$ cat config.mk
export PLATFORM = sky130hd
export DESIGN_NAME = info_frame_deframer
export DESIGN_NICKNAME = d
export VERILOG_FILES = /design/src/ifd_pkg.sv /design/src/info_frame_deframer.sv
export SDC_FILE = /design/constraint.sdc
export NUM_CORES = 1
export LEC_CHECK = 0
export BUFFER_PORTS_ARGS = -buffer_cell sky130_fd_sc_hd__buf_4
export CELL_PAD_IN_SITES_DETAIL_PLACEMENT = 1
export CELL_PAD_IN_SITES_GLOBAL_PLACEMENT = 2
export CORE_MARGIN = 10
export CORE_UTILIZATION = 33
export CTS_CLUSTER_SIZE = 40
export DETAILED_ROUTE_END_ITERATION = 8
export GPL_ROUTABILITY_DRIVEN = 0
export PLACE_DENSITY_LB_ADDON = 0.08
export SYNTH_ARGS = -nofsm -noshare
export SYNTH_HDL_FRONTEND = slang
export SYNTH_SLANG_ARGS = --single-unit
export TNS_END_PERCENT = 30
$ cat constraint.sdc
create_clock -name clock -period 2.74 [get_ports clock]
set_clock_uncertainty 0.15 [all_clocks]
set_input_delay 0.548 -clock clock [delete_from_list [all_inputs] [get_ports clock]]
set_output_delay 0.548 -clock clock [all_outputs]
set_load 0.1 [all_outputs]
$ cat src/ifd_pkg.sv
// Package with shared constants and types for the information frame deframer.
package ifd_pkg;

   localparam int MAX_FRAME_BYTES = 1024;
   localparam int RAW_W = $clog2(MAX_FRAME_BYTES + 1);

   localparam logic [7:0] FLAG_BYTE = 8'h7E;
   localparam logic [7:0] ESC_BYTE = 8'h7D;
   localparam logic [7:0] STUFF_XOR = 8'h20;
   localparam int MIN_FRAME = 7;

   localparam logic [7:0] ADDR_RESET = 8'h03;

   localparam logic [7:0] CSR_ADDRESS_BYTE = 8'd0;
   localparam logic [7:0] CSR_INITIAL_SEQUENCE = 8'd1;

   typedef enum logic [2:0] {
      KIND_PAYLOAD = 3'd0,
      KIND_OK = 3'd1,
      KIND_BCC2 = 3'd2,
      KIND_SHORT = 3'd3,
      KIND_EDGE = 3'd4,
      KIND_BCC1 = 3'd5
   } kind_type;

   typedef struct packed {
      kind_type kind;
      logic [7:0] data_byte;
      logic seq_bit;
      logic duplicate;
   } result_type;

endpackage

$ cat src/info_frame_deframer.sv
// Information frame deframer: header hunt, byte destuffing, BCC checks and status beats.
// Next-state and result logic is one pass, registered in the output or skid stage.
// Throughput: one received byte per cycle while req_stall is low.
// A two-entry output register and skid stage keep req_ accepting while one result waits.
// Reset is synchronous, active high; it returns to the flag hunt and loads default registers.
module info_frame_deframer (
   input  logic       clock,
   input  logic       reset,
   input  logic       req_valid,
   output logic       req_stall,
   input  logic [7:0] req_rx_byte,
   output logic       rsp_valid,
   input  logic       rsp_stall,
   output logic [2:0] rsp_kind,
   output logic [7:0] rsp_data_byte,
   output logic       rsp_seq_bit,
   output logic       rsp_duplicate,
   input  logic       csr_valid,
   output logic       csr_ready,
   input  logic [7:0] csr_index,
   input  logic [7:0] csr_wdata
);

   typedef enum logic [2:0] {
      ST_HUNT,
      ST_FLAG,
      ST_ADDR,
      ST_CTRL,
      ST_BODY
   } state_type;

   state_type state_ff, state_in;
   logic [7:0] address_ff, address_in;
   logic init_seq_ff, init_seq_in;
   logic frame_seq_ff, frame_seq_in;
   logic expected_seq_ff, expected_seq_in;
   logic [7:0] held_byte_ff, held_byte_in;
   logic held_valid_ff, held_valid_in;
   logic escape_ff, escape_in;
   logic [7:0] xor_ff, xor_in;
   logic [ifd_pkg::RAW_W-1:0] count_ff, count_in;

   ifd_pkg::result_type out_ff, out_in, skid_ff, skid_in, res;
   logic out_valid_ff, out_valid_in, skid_valid_ff, skid_valid_in;
   logic res_valid, accept, take;
   logic [7:0] b, v;

   assign accept = req_valid && !req_stall;
   assign take = out_valid_ff && !rsp_stall;
   assign b = req_rx_byte;
   assign csr_ready = 1'b1;
   assign req_stall = skid_valid_ff;

   always_comb begin
      state_in = state_ff;
      address_in = address_ff;
      init_seq_in = init_seq_ff;
      frame_seq_in = frame_seq_ff;
      expected_seq_in = expected_seq_ff;
      held_byte_in = held_byte_ff;
      held_valid_in = held_valid_ff;
      escape_in = escape_ff;
      xor_in = xor_ff;
      count_in = count_ff;
      res_valid = 1'b0;
      res.kind = ifd_pkg::KIND_PAYLOAD;
      res.data_byte = 8'h00;
      res.seq_bit = frame_seq_ff;
      res.duplicate = 1'b0;
      v = b;
      if (accept) begin
         case (state_ff)
            ST_HUNT: begin
               if (b == ifd_pkg::FLAG_BYTE) begin
                  state_in = ST_FLAG;
                  count_in = ifd_pkg::RAW_W'(1);
               end
            end
            ST_FLAG: begin
               if (b == address_ff) begin
                  state_in = ST_ADDR;
                  count_in = ifd_pkg::RAW_W'(2);
               end else if (b == ifd_pkg::FLAG_BYTE) begin
                  count_in = ifd_pkg::RAW_W'(1);
               end else begin
                  state_in = ST_HUNT;
               end
            end
            ST_ADDR: begin
               if (b == ifd_pkg::FLAG_BYTE) begin
                  state_in = ST_FLAG;
                  count_in = ifd_pkg::RAW_W'(1);
               end else begin
                  frame_seq_in = b[5];
                  state_in = ST_CTRL;
                  count_in = ifd_pkg::RAW_W'(3);
               end
            end
            ST_CTRL: begin
               if (b == (address_ff ^ {2'b00, frame_seq_ff, 5'b00000})) begin
                  state_in = ST_BODY;
                  count_in = ifd_pkg::RAW_W'(4);
                  held_byte_in = 8'h00;
                  held_valid_in = 1'b0;
                  escape_in = 1'b0;
                  xor_in = 8'h00;
               end else begin
                  state_in = (b == ifd_pkg::FLAG_BYTE) ? ST_FLAG : ST_HUNT;
                  if (b == ifd_pkg::FLAG_BYTE) begin
                     count_in = ifd_pkg::RAW_W'(1);
                  end
                  res_valid = 1'b1;
                  res.kind = ifd_pkg::KIND_BCC1;
               end
            end
            ST_BODY: begin
               if (b == ifd_pkg::FLAG_BYTE) begin
                  state_in = ST_HUNT;
                  res_valid = 1'b1;
                  res.duplicate = (frame_seq_ff == expected_seq_ff);
                  if (count_ff < ifd_pkg::RAW_W'(ifd_pkg::MIN_FRAME - 1) || !held_valid_ff) begin
                     res.kind = ifd_pkg::KIND_SHORT;
                  end else if (escape_ff) begin
                     res.kind = ifd_pkg::KIND_EDGE;
                  end else if (held_byte_ff != xor_ff) begin
                     res.kind = ifd_pkg::KIND_BCC2;
                  end else begin
                     res.kind = ifd_pkg::KIND_OK;
                     expected_seq_in = !expected_seq_ff;
                  end
               end else if (count_ff >= ifd_pkg::RAW_W'(ifd_pkg::MAX_FRAME_BYTES - 1)) begin
                  state_in = ST_HUNT;
                  res_valid = 1'b1;
                  res.kind = ifd_pkg::KIND_EDGE;
                  res.duplicate = (frame_seq_ff == expected_seq_ff);
               end else begin
                  count_in = count_ff + ifd_pkg::RAW_W'(1);
                  if (!escape_ff && b == ifd_pkg::ESC_BYTE) begin
                     escape_in = 1'b1;
                  end else begin
                     escape_in = 1'b0;
                     v = escape_ff ? (b ^ ifd_pkg::STUFF_XOR) : b;
                     held_byte_in = v;
                     held_valid_in = 1'b1;
                     if (held_valid_ff) begin
                        xor_in = xor_ff ^ held_byte_ff;
                        res_valid = 1'b1;
                        res.kind = ifd_pkg::KIND_PAYLOAD;
                        res.data_byte = held_byte_ff;
                     end
                  end
               end
            end
            default: begin
               state_in = ST_HUNT;
            end
         endcase
      end
      if (csr_valid && csr_ready) begin
         if (csr_index == ifd_pkg::CSR_ADDRESS_BYTE) begin
            address_in = csr_wdata;
         end else if (csr_index == ifd_pkg::CSR_INITIAL_SEQUENCE) begin
            init_seq_in = csr_wdata[0];
            expected_seq_in = csr_wdata[0];
         end
      end
   end

   always_comb begin
      out_in = out_ff;
      out_valid_in = out_valid_ff;
      skid_in = skid_ff;
      skid_valid_in = skid_valid_ff;
      if (take || !out_valid_ff) begin
         if (skid_valid_ff) begin
            out_in = skid_ff;
            out_valid_in = 1'b1;
            skid_valid_in = 1'b0;
         end else begin
            out_in = res;
            out_valid_in = res_valid;
         end
      end else if (res_valid) begin
         skid_in = res;
         skid_valid_in = 1'b1;
      end
   end

   always_ff @(posedge clock) begin
      if (reset) begin
         state_ff <= ST_HUNT;
         address_ff <= ifd_pkg::ADDR_RESET;
         init_seq_ff <= 1'b0;
         frame_seq_ff <= 1'b0;
         expected_seq_ff <= 1'b0;
         held_byte_ff <= 8'h00;
         held_valid_ff <= 1'b0;
         escape_ff <= 1'b0;
         xor_ff <= 8'h00;
         count_ff <= '0;
         out_valid_ff <= 1'b0;
         skid_valid_ff <= 1'b0;
      end else begin
         state_ff <= state_in;
         address_ff <= address_in;
         init_seq_ff <= init_seq_in;
         frame_seq_ff <= frame_seq_in;
         expected_seq_ff <= expected_seq_in;
         held_byte_ff <= held_byte_in;
         held_valid_ff <= held_valid_in;
         escape_ff <= escape_in;
         xor_ff <= xor_in;
         count_ff <= count_in;
         out_valid_ff <= out_valid_in;
         skid_valid_ff <= skid_valid_in;
      end
      out_ff <= out_in;
      skid_ff <= skid_in;
   end

   assign rsp_valid = out_valid_ff;
   assign rsp_kind = out_ff.kind;
   assign rsp_data_byte = out_ff.data_byte;
   assign rsp_seq_bit = out_ff.seq_bit;
   assign rsp_duplicate = out_ff.duplicate;

endmodule
==> impl_metrics.json, run 1 <==
{
  "port_buffers": 43,
  "grt_use_total_pct": 13.8,
  "period_needed_ns": 2.41,
  "antenna_left": 0,
  "routed_wire_length_per_instance_um": 18.9,
  "finalHoldViolCount": 0,
  "die_w_um": 126,
  "fmax_ghz": 0.415,
  "endpoint_kind": "flip-flop",
  "startpoint_type": "flip-flop",
  "worst_r2r_endpoint": "held_byte_ff[0]",
  "drt_iter0_drc": 159,
  "cts_resized": 0,
  "dp_worst_setup_slack_ns": 0.155,
  "syn-cell-area_sq_um": 3730,
  "switchingPower_uw": 515,
  "power_density_nw_per_um2": 524,
  "status": "finished clean",
  "cts-buffers-inserted": 9,
  "grt.overflow.total": 0,
  "post-route-worst-setup-slack_ns": 0.329,
  "fp.coreArea_sq_um": 10900,
  "setup_tns_ns": 0,
  "yosysSeqAreaShare_pct": 44.6,
  "synth_fp_nets": 407,
  "synthFlopType": "dfxtp_1",
  "avgSynthCellArea_sq_um": 9.88,
  "reg2regPathDepth": 7,
  "drive_above_1_share_pct": 24.7,
  "power.total_uw": 2420,
  "ys_ff_latch": 70,
  "row_count": 38,
  "yosys.area.top_type": "dfxtp_1",
  "cts_tree": "done",
  "synthCells": 377,
  "clk_root_buffer_cell": "clkbuf_16",
  "hold_start": "csr_wdata[1]",
  "ys_types": 71,
  "setup_viol": 0,
  "die_area_sq_um": 15900,
  "hold_path_class": "input port to flip-flop",
  "ys_warn_count": 0,
  "post-dp-hpwl_um": 8390,
  "crit_arrival_ns": 2.52,
  "drt_wl_total_um": 11000,
  "grt_pass1_vias": 3322,
  "synth_top_area_share_pct": 23.6,
  "cts_num_sinks": 70,
  "r2r_start": "count_ff[0]",
  "sw_frac_of_total_pct": 21.2,
  "yosys-top-cells-area": "dfxtp_1 24%, edfxtp_1 21%, nand2_1 3.8%",
  "async_reset_ff_share_pct": 0,
  "clockPowerShare_pct": 51.4,
  "vias": 3188,
  "pwr-share-seq_pct": 44.3,
  "firstDrtPassIters": 4,
  "final_common_cell": "buf_4",
  "worst_pin_slew_ns": 0.640,
  "fin_crit_sh_pct": 88.0,
  "drc_errors": 0,
  "p_leak_uw": 0.00194,
  "crit_type": "flip-flop to flip-flop",
  "peakVddDrop_mv": 0.321,
  "combinationalPowerShare_pct": 4.3,
  "layout_common_cells": "72 x buf_4, 44 x dfxtp_1, 38 x nand2_1",
  "io_pins": 45,
  "relSlewSlack_pct": 57.3,
  "path_max_fanout": 8,
  "htree_levels": 3,
  "post-cts-setup-buffers": 0,
  "min_delay_path_depth": 3,
  "diodes": 0,
  "max_cap_violations": 0,
  "intPower_uw": 1910,
  "path_clk_slew_ns": 0.06,
  "antenna_found_initial": 0,
  "holdWs_ns": 0.282,
  "cts_buffer_depth": 2,
  "clk_latency_ns": 0.33,
  "avgViaCountPerCell": 5.45,
  "rsz0062_at_grt": "no",
  "synth-edff-count": 26,
  "grt_max_degree": 36,
  "worstPathRequired_ns": 2.85,
  "postCtsHoldBufs": 0,
  "dieHeight_um": 126,
  "slew_violations": 0,
  "grt_pass1_wl_um": 17900,
  "rrSetupSlack_ns": 0.33,
  "final_nets": 470,
  "hold_end": "address_ff[1]",
  "synthToLayoutAreaGrowth_pct": 24.2,
  "start_util_pct": 34.1
}
layout make-up:
type,instances,area [sq um]
fillers,1249,6310
multi-input cells,269,1850
flip-flops and latches,70,1660
repair buffers,73,561
clock buffers,9,225
well taps,140,175
clock inverters,7,88.8
inverters,17,63.8
cells by family (layout without fill, tap and decap cells):
kind of cell | Yosys count | in the layout | share of synthesized area (%)
AOI/OAI and AO/OA | 98 | 98 | 20.7
xor gates and xnor gates | 21 | 21 | 4.94
adders and majority gates | 1 | 1 | 0.336
buffers and inverters | 38 | 106 | 5.78
DFF | 70 | 70 | 44.6
muxes | 14 | 14 | 3.79
other | 1 | 1 | 0.101
and+or+nand+nor | 134 | 134 | 19.7
routing by layer:
metal | global-route usage [%] | up-vias | part of all wire [%]
li1 | - | 1548 | -
met1 | 17.6 | 1577 | 48
met2 | 22.2 | 54 | 46
met3 | 3.82 | 9 | 4.8
met4 | 4.22 | 0 | 1.1
met5 | 0 | - | 0
power by group through the flow:
| stage | Combinational [uW] | Clock (uW) | Sequential (uW) |
|---|---|---|---|
| 5_1_grt | 112 | 1320 | 1070 |
| 6_report | 103 | 1250 | 1070 |
| 3_5_place_dp | 104 | 0 | 1100 |
| 4_1_cts | 104 | 1270 | 1070 |
| 2_1_floorplan | 50.7 | 0 | 1100 |
| 3_3_place_gp | 103 | 0 | 1100 |
registers in the layout, indices dropped and copies added, names as in the netlist, 3 cells and up:
register,count
rsp_data_byte,8
count_ff,11
skid_ff,13
xor_ff,8
address_ff,8
held_byte_ff,8
state_ff,3
rsp_kind,3
cell usage after synthesis, drive strengths merged (3+ instances only):
cell and number:
a31o 3, and2 4, mux2i 13, edfxtp 26
inv 17, xnor2 7, nor4b 3, and3 7
a221oi 6, a21o 7, a211oi 8, nor2 30
buf 10, clkbuf 8, nor4 5, a41o 7
a21oi 16, nor2b 3, dfxtp 44, nor3b 3
nand4 3, o21ai 10, a311oi 6, o311a 6
nor3 7, nand4b 3, nand3 13, o31ai 4
xor2 14, nand2 38, nand2b 4, a31oi 7
or4 4
metrics by stage:
| stage | instance area, sq um | std cells | utilization (%) |
|---|---|---|---|
| final | 4630 | 585 | 42.3 |
| after CTS | 4630 | 585 | 42.3 |
| after detailed placement | 4310 | 569 | 39.4 |
| after global placement | 4310 | 569 | 39.4 |
| after floorplan | 3730 | 377 | - |
| after global routing | 4630 | 585 | 42.3 |
critical path: stages, from the launching register on:
cell     delay (ns)
dfxtp_1        0.37
ha_1           0.28
a21o_2         0.22
a41oi_2        0.33
a31oi_2        0.18
buf_4          0.20
or4_1          0.46
a21oi_1        0.14
worst max path at each step:
stage,from,to
2_1_floorplan,req_rx_byte[7],skid_ff[0]
3_3_place_gp,req_rx_byte[7],skid_ff[6]
3_5_place_dp,req_rx_byte[7],count_ff[8]
4_1_cts,count_ff[0],held_byte_ff[0]
5_1_grt,count_ff[0],held_byte_ff[0]
6_report,count_ff[0],held_byte_ff[0]
Note: power is estimated with default switching activity, not from simulation.
==> inputs of run 2 (changes only) <==
- BUFFER_PORTS_ARGS: -buffer_cell sky130_fd_sc_hd__buf_4 -> -buffer_cell sky130_fd_sc_hd__buf_2
==> run 2 against run 1 <==
  * Sequential power barely moved
  * Non-clock buffer count increased by 1
  * Flip-flop and latch count unchanged
  * Critical path type unchanged
  * Worst hold slack got worse by 0.0059 ns
  * Via count fell by 0.41%
  * Critical path depth is the same
  * Final area decreased by 1.3%
  * Register-to-register slack lost 0.04 ns
==> impl_metrics.json, run 2 (synthesis results as in run 1) <==
{
  "drc_errors": 0,
  "setup_viol": 0,
  "endpoint_kind": "flip-flop",
  "rrSetupSlack_ns": 0.29,
  "drt_wl_total_um": 10900,
  "worst_pin_slew_ns": 0.565,
  "rsz0062_at_grt": "no",
  "row_count": 38,
  "cts-buffers-inserted": 9,
  "layout.core_utilization_pct": 41.8,
  "dp_worst_setup_slack_ns": 0.107,
  "crit_type": "flip-flop to flip-flop",
  "largestRegisters": "skid_ff: 13 flops, count_ff: 11 flops",
  "critPathBufInv": 1,
  "setup_tns_ns": 0,
  "dieHeight_um": 126,
  "holdWs_ns": 0.276,
  "cts_buffer_depth": 2,
  "power_density_nw_per_um2": 563,
  "grt_pass1_wl_um": 17900,
  "routed_wire_length_per_instance_um": 18.6,
  "hold_end": "address_ff[1]",
  "period_needed_ns": 2.45,
  "postCtsHoldBufs": 0,
  "crit_family": "compound AO/OA/AOI/OAI gates",
  "largest_register_ff_count": 13,
  "antenna_left": 0,
  "crit_arrival_ns": 2.57,
  "path_clk_slew_ns": 0.07,
  "post-route-worst-setup-slack_ns": 0.285,
  "fin_crit_sh_pct": 89.6,
  "worst_r2r_endpoint": "held_byte_ff[0]",
  "clk_latency_ns": 0.34,
  "r2r_start": "count_ff[0]",
  "final_nets": 471,
  "relSlewSlack_pct": 62.2,
  "grt.overflow.total": 0,
  "vias": 3175,
  "io_pins": 45,
  "start_util_pct": 34.1,
  "grt_max_degree": 35,
  "port_buffers": 43,
  "worstPathRequired_ns": 2.86,
  "path_max_fanout": 6,
  "max_cap_violations": 0,
  "hold_start": "csr_wdata[1]",
  "fmax_ghz": 0.407,
  "diodes": 0,
  "drt_iter0_drc": 167,
  "final_common_cell": "dfxtp_1",
  "post-dp-hpwl_um": 8200,
  "status": "finished clean",
  "peakVddDrop_mv": 0.258,
  "cpPeakStageDelay_ns": 0.46,
  "startpoint_type": "flip-flop",
  "post-cts-setup-buffers": 0,
  "die_area_sq_um": 15900,
  "regMostFlops": "skid_ff",
  "layout_common_cells": "44 x dfxtp_1, 43 x buf_2, 38 x nand2_1",
  "htree_levels": 3,
  "drive_above_1_share_pct": 25.3,
  "clk_root_buffer_cell": "clkbuf_16",
  "grt_use_total_pct": 13.8,
  "antenna_found_initial": 0,
  "finalHoldViolCount": 0,
  "slew_violations": 0,
  "fill_cells": 1262,
  "cts_num_sinks": 70,
  "min_delay_path_depth": 3,
  "crit_path_cell_trace": "ha_1, a21o_2, a41oi_2, a31oi_2, buf_4, or4_1, a21oi_1",
  "p_leak_uw": 0.00195,
  "reg2regPathDepth": 7,
  "avgViaCountPerCell": 5.42,
  "cts_resized": 0,
  "cp_slowest_cell": "or4_1",
  "fp.coreArea_sq_um": 10900,
  "grt_pass1_vias": 3343,
  "synthToLayoutAreaGrowth_pct": 22.5,
  "die_w_um": 126,
  "firstDrtPassIters": 4,
  "cts_tree": "done",
  "power.total_uw": 2570,
  "hold_path_class": "input port to flip-flop"
}
run 2: report_power, final:
part	leakage, uW	switching (uW)	internal (uW)	total, uW
Combinational	0.00116	57.1	35.1	92.2
Sequential	0.000617	2.53	1070	1070
Clock	0.000173	497	906	1400
Total	0.00195	557	2010	2570
run 2: per-layer routing:
metal  share of wire [%]  global-route usage, %  vias to the layer above  routed length (um)
met5                   0                      0                        -                   0
met4                0.93                   4.09                        0                 102
met3                 4.6                   4.03                        9                 504
met2                  46                   21.9                       54                5010
met1                  49                   17.8                     1571                5300
li1                    -                      -                     1541                   -
run 2: through the flow:
step / instance area, sq um / instances
floorplan: 3730 / 377
global placement: 4210 / 570
detailed placement: 4210 / 570
CTS: 4570 / 586
global route: 4570 / 586
finish: 4570 / 586
run 2: cell type report:
cell class | count | area (sq um) | share of cell area, %
multi-input combinational | 269 | 1850 | 40.6
sequential | 70 | 1660 | 36.4
timing repair buffer | 74 | 460 | 10.1
clock buffer | 9 | 225 | 4.93
tap | 140 | 175 | 3.84
clock inverter | 7 | 128 | 2.80
inverter | 17 | 63.8 | 1.40
run 2: worst max path at each step:
| stage | from | to | slack, ns | cells after the start |
|---|---|---|---|---|
| 2_1_floorplan | req_rx_byte[7] | skid_ff[0] | 0.12 | 6 |
| 3_3_place_gp | req_rx_byte[7] | skid_ff[6] | 0.19 | 7 |
| 3_5_place_dp | req_rx_byte[7] | count_ff[8] | 0.11 | 7 |
| 4_1_cts | count_ff[0] | held_byte_ff[0] | 0.26 | 7 |
| 5_1_grt | count_ff[0] | held_byte_ff[0] | 0.18 | 7 |
| 6_report | count_ff[0] | held_byte_ff[0] | 0.29 | 7 |
run 2: worst register-to-register path, delay by kind of cell (launching register included):
kind	cells	cell delay, ns
compound gates	4	0.93
buf+inv	1	0.20
flops	1	0.37
simple gates	1	0.46
fa+ha+maj	1	0.28
==> inputs of run 3 (changes only) <==
- ABC_AREA: default -> 0
- CORE_UTILIZATION: 33 -> 37
- clock period: 2.74 -> 2.8 ns (I/O delays scaled with it)
==> run 3 against run 2 <==
  * Clock power shrank 41%
  * Global-route usage grew 1.2 points
  * Via count grew 0.41%
  * Die area shrank 9.1%
  * Maximum frequency grew 4.2%
  * Sequential share of layout area grew 1.5 points
  * Core utilization grew 3.1 points
  * Register-to-register slack gained 0.16 ns
==> impl_metrics.json, run 3 (synthesis results as in run 1) <==
{
  "avgViaCountPerCell": 5.53,
  "power_density_nw_per_um2": 448,
  "die_area_sq_um": 14500,
  "grt_use_total_pct": 15.0,
  "post-dp-hpwl_um": 7830,
  "hold_path_class": "input port to flip-flop",
  "start_util_pct": 38.1,
  "row_count": 36,
  "drc_errors": 0,
  "antenna_found_initial": 0,
  "synthToLayoutAreaGrowth_pct": 17.7,
  "worstPathRequired_ns": 2.91,
  "diodes": 0,
  "dp.cells": 561,
  "layout.core_utilization_pct": 44.9,
  "cts_num_sinks": 70,
  "drt_iter0_drc": 217,
  "startpoint_type": "flip-flop",
  "antenna_left": 0,
  "cts_buffer_depth": 2,
  "grt_max_degree": 35,
  "worst_pin_slew_ns": 0.637,
  "status": "finished clean",
  "final_nets": 469,
  "fmax_ghz": 0.424,
  "p_leak_uw": 0.00186,
  "dieHeight_um": 120,
  "routed_wire_length_per_instance_um": 18.3,
  "endpoint_kind": "flip-flop",
  "clk_latency_ns": 0.35,
  "vias": 3188,
  "period_needed_ns": 2.36,
  "crit_arrival_ns": 2.47,
  "grt_pass1_wl_um": 17700,
  "cts_tree": "done",
  "firstDrtPassIters": 4,
  "clk_root_buffer_cell": "clkbuf_8",
  "relSlewSlack_pct": 57.4,
  "grt_pass1_vias": 3289,
  "final_common_cell": "dfxtp_1",
  "post-cts-setup-buffers": 0,
  "fin_crit_sh_pct": 84.1,
  "drt_wl_total_um": 10600,
  "peakVddDrop_mv": 0.198,
  "regMostFlops": "skid_ff",
  "finalHoldViolCount": 0,
  "cts-buffers-inserted": 9,
  "fin_cells": 577,
  "port_buffers": 43,
  "path_clk_slew_ns": 0.08,
  "slew_violations": 0,
  "layout_common_cells": "44 x dfxtp_1, 43 x buf_2, 38 x nand2_1",
  "path_max_fanout": 10,
  "drive_above_1_share_pct": 24.3,
  "die_w_um": 120,
  "largest_register_ff_count": 13,
  "largestRegisters": "skid_ff: 13 flops, count_ff: 11 flops",
  "crit_type": "flip-flop to flip-flop",
  "max_cap_violations": 0,
  "htree_levels": 3,
  "setup_tns_ns": 0,
  "grt.overflow.total": 0,
  "io_pins": 45,
  "postCtsHoldBufs": 0,
  "fp.coreArea_sq_um": 9770,
  "rsz0062_at_grt": "no",
  "setup_viol": 0
}
==> run 3: cell count changes in the layout (fill, tap and decap cells not counted), sizes merged <==
cell      delta
clkbuf       +1
clkinv       +2
inv          -3
bufinv       -2
clkinvlp     +2
buf          -2
==> run 3: per-layer routing <==
metal  global-route usage (%)  vias to the layer above  share of wire (%)
met1                     20.2                     1569                 49
met5                        0                        -                  0
met2                     23.3                       58                 45
li1                         -                     1544                  -
met4                     4.90                        0                1.5
met3                     3.54                       17                3.9
==> run 3: area by class of cell <==
type                    instances  area, sq um
fillers                      1159         5390
multi-input cells             269         1860
flip-flops and latches         70         1660
repair buffers                 72          445
well taps                     133          166
clock buffers                  10          128
inverters                      17         63.8
clock inverters                 6         61.3
==> run 3: per-stage QoR <==
step / hold WS [ns] / area (sq um) / power [uW] / setup slack (ns)
after floorplan: 0.309 / 3730 / 1120 / 0.168
after global placement: 0.325 / 4190 / 1160 / 0.165
after detailed placement: 0.346 / 4190 / 1170 / 0.131
after CTS: 0.265 / 4380 / 1980 / 0.165
after global routing: 0.306 / 4390 / 2040 / 0.230
final: 0.269 / 4390 / 1970 / 0.444
==> run 3: where the power goes <==
part | internal [uW] | total [uW] | switching, uW
combinational | 35.7 | 93.6 | 57.9
sequential | 1050 | 1050 | 0.845
clock | 409 | 823 | 414
==> run 3: repair_timing <==
item / 4_1_cts / 5_1_grt
resized for setup: 0 / 1
endpoints found under the hold margin: 0 / 0
setup endpoints to repair: 0 / 5
==> run 3: worst paths after layout <==
check | slack (ns) | endpoint | cells past startpoint | from
worst min register to register | 0.37 | address_ff[3] | 2 | address_ff[3]
worst max register to register | 0.44 | xor_ff[4] | 6 | count_ff[0]
worst max-delay path | 0.44 | xor_ff[4] | 6 | count_ff[0]
worst min-delay path | 0.27 | address_ff[1] | 3 | csr_wdata[1]
==> run 3: critical path, stage by stage (launching register included) <==
cell and delay [ns]:
dfxtp_1 0.32, ha_1 0.25, a21o_2 0.22, a41o_1 0.30, nor4b_4 0.54, nand2_1 0.17
a221oi_1 0.31
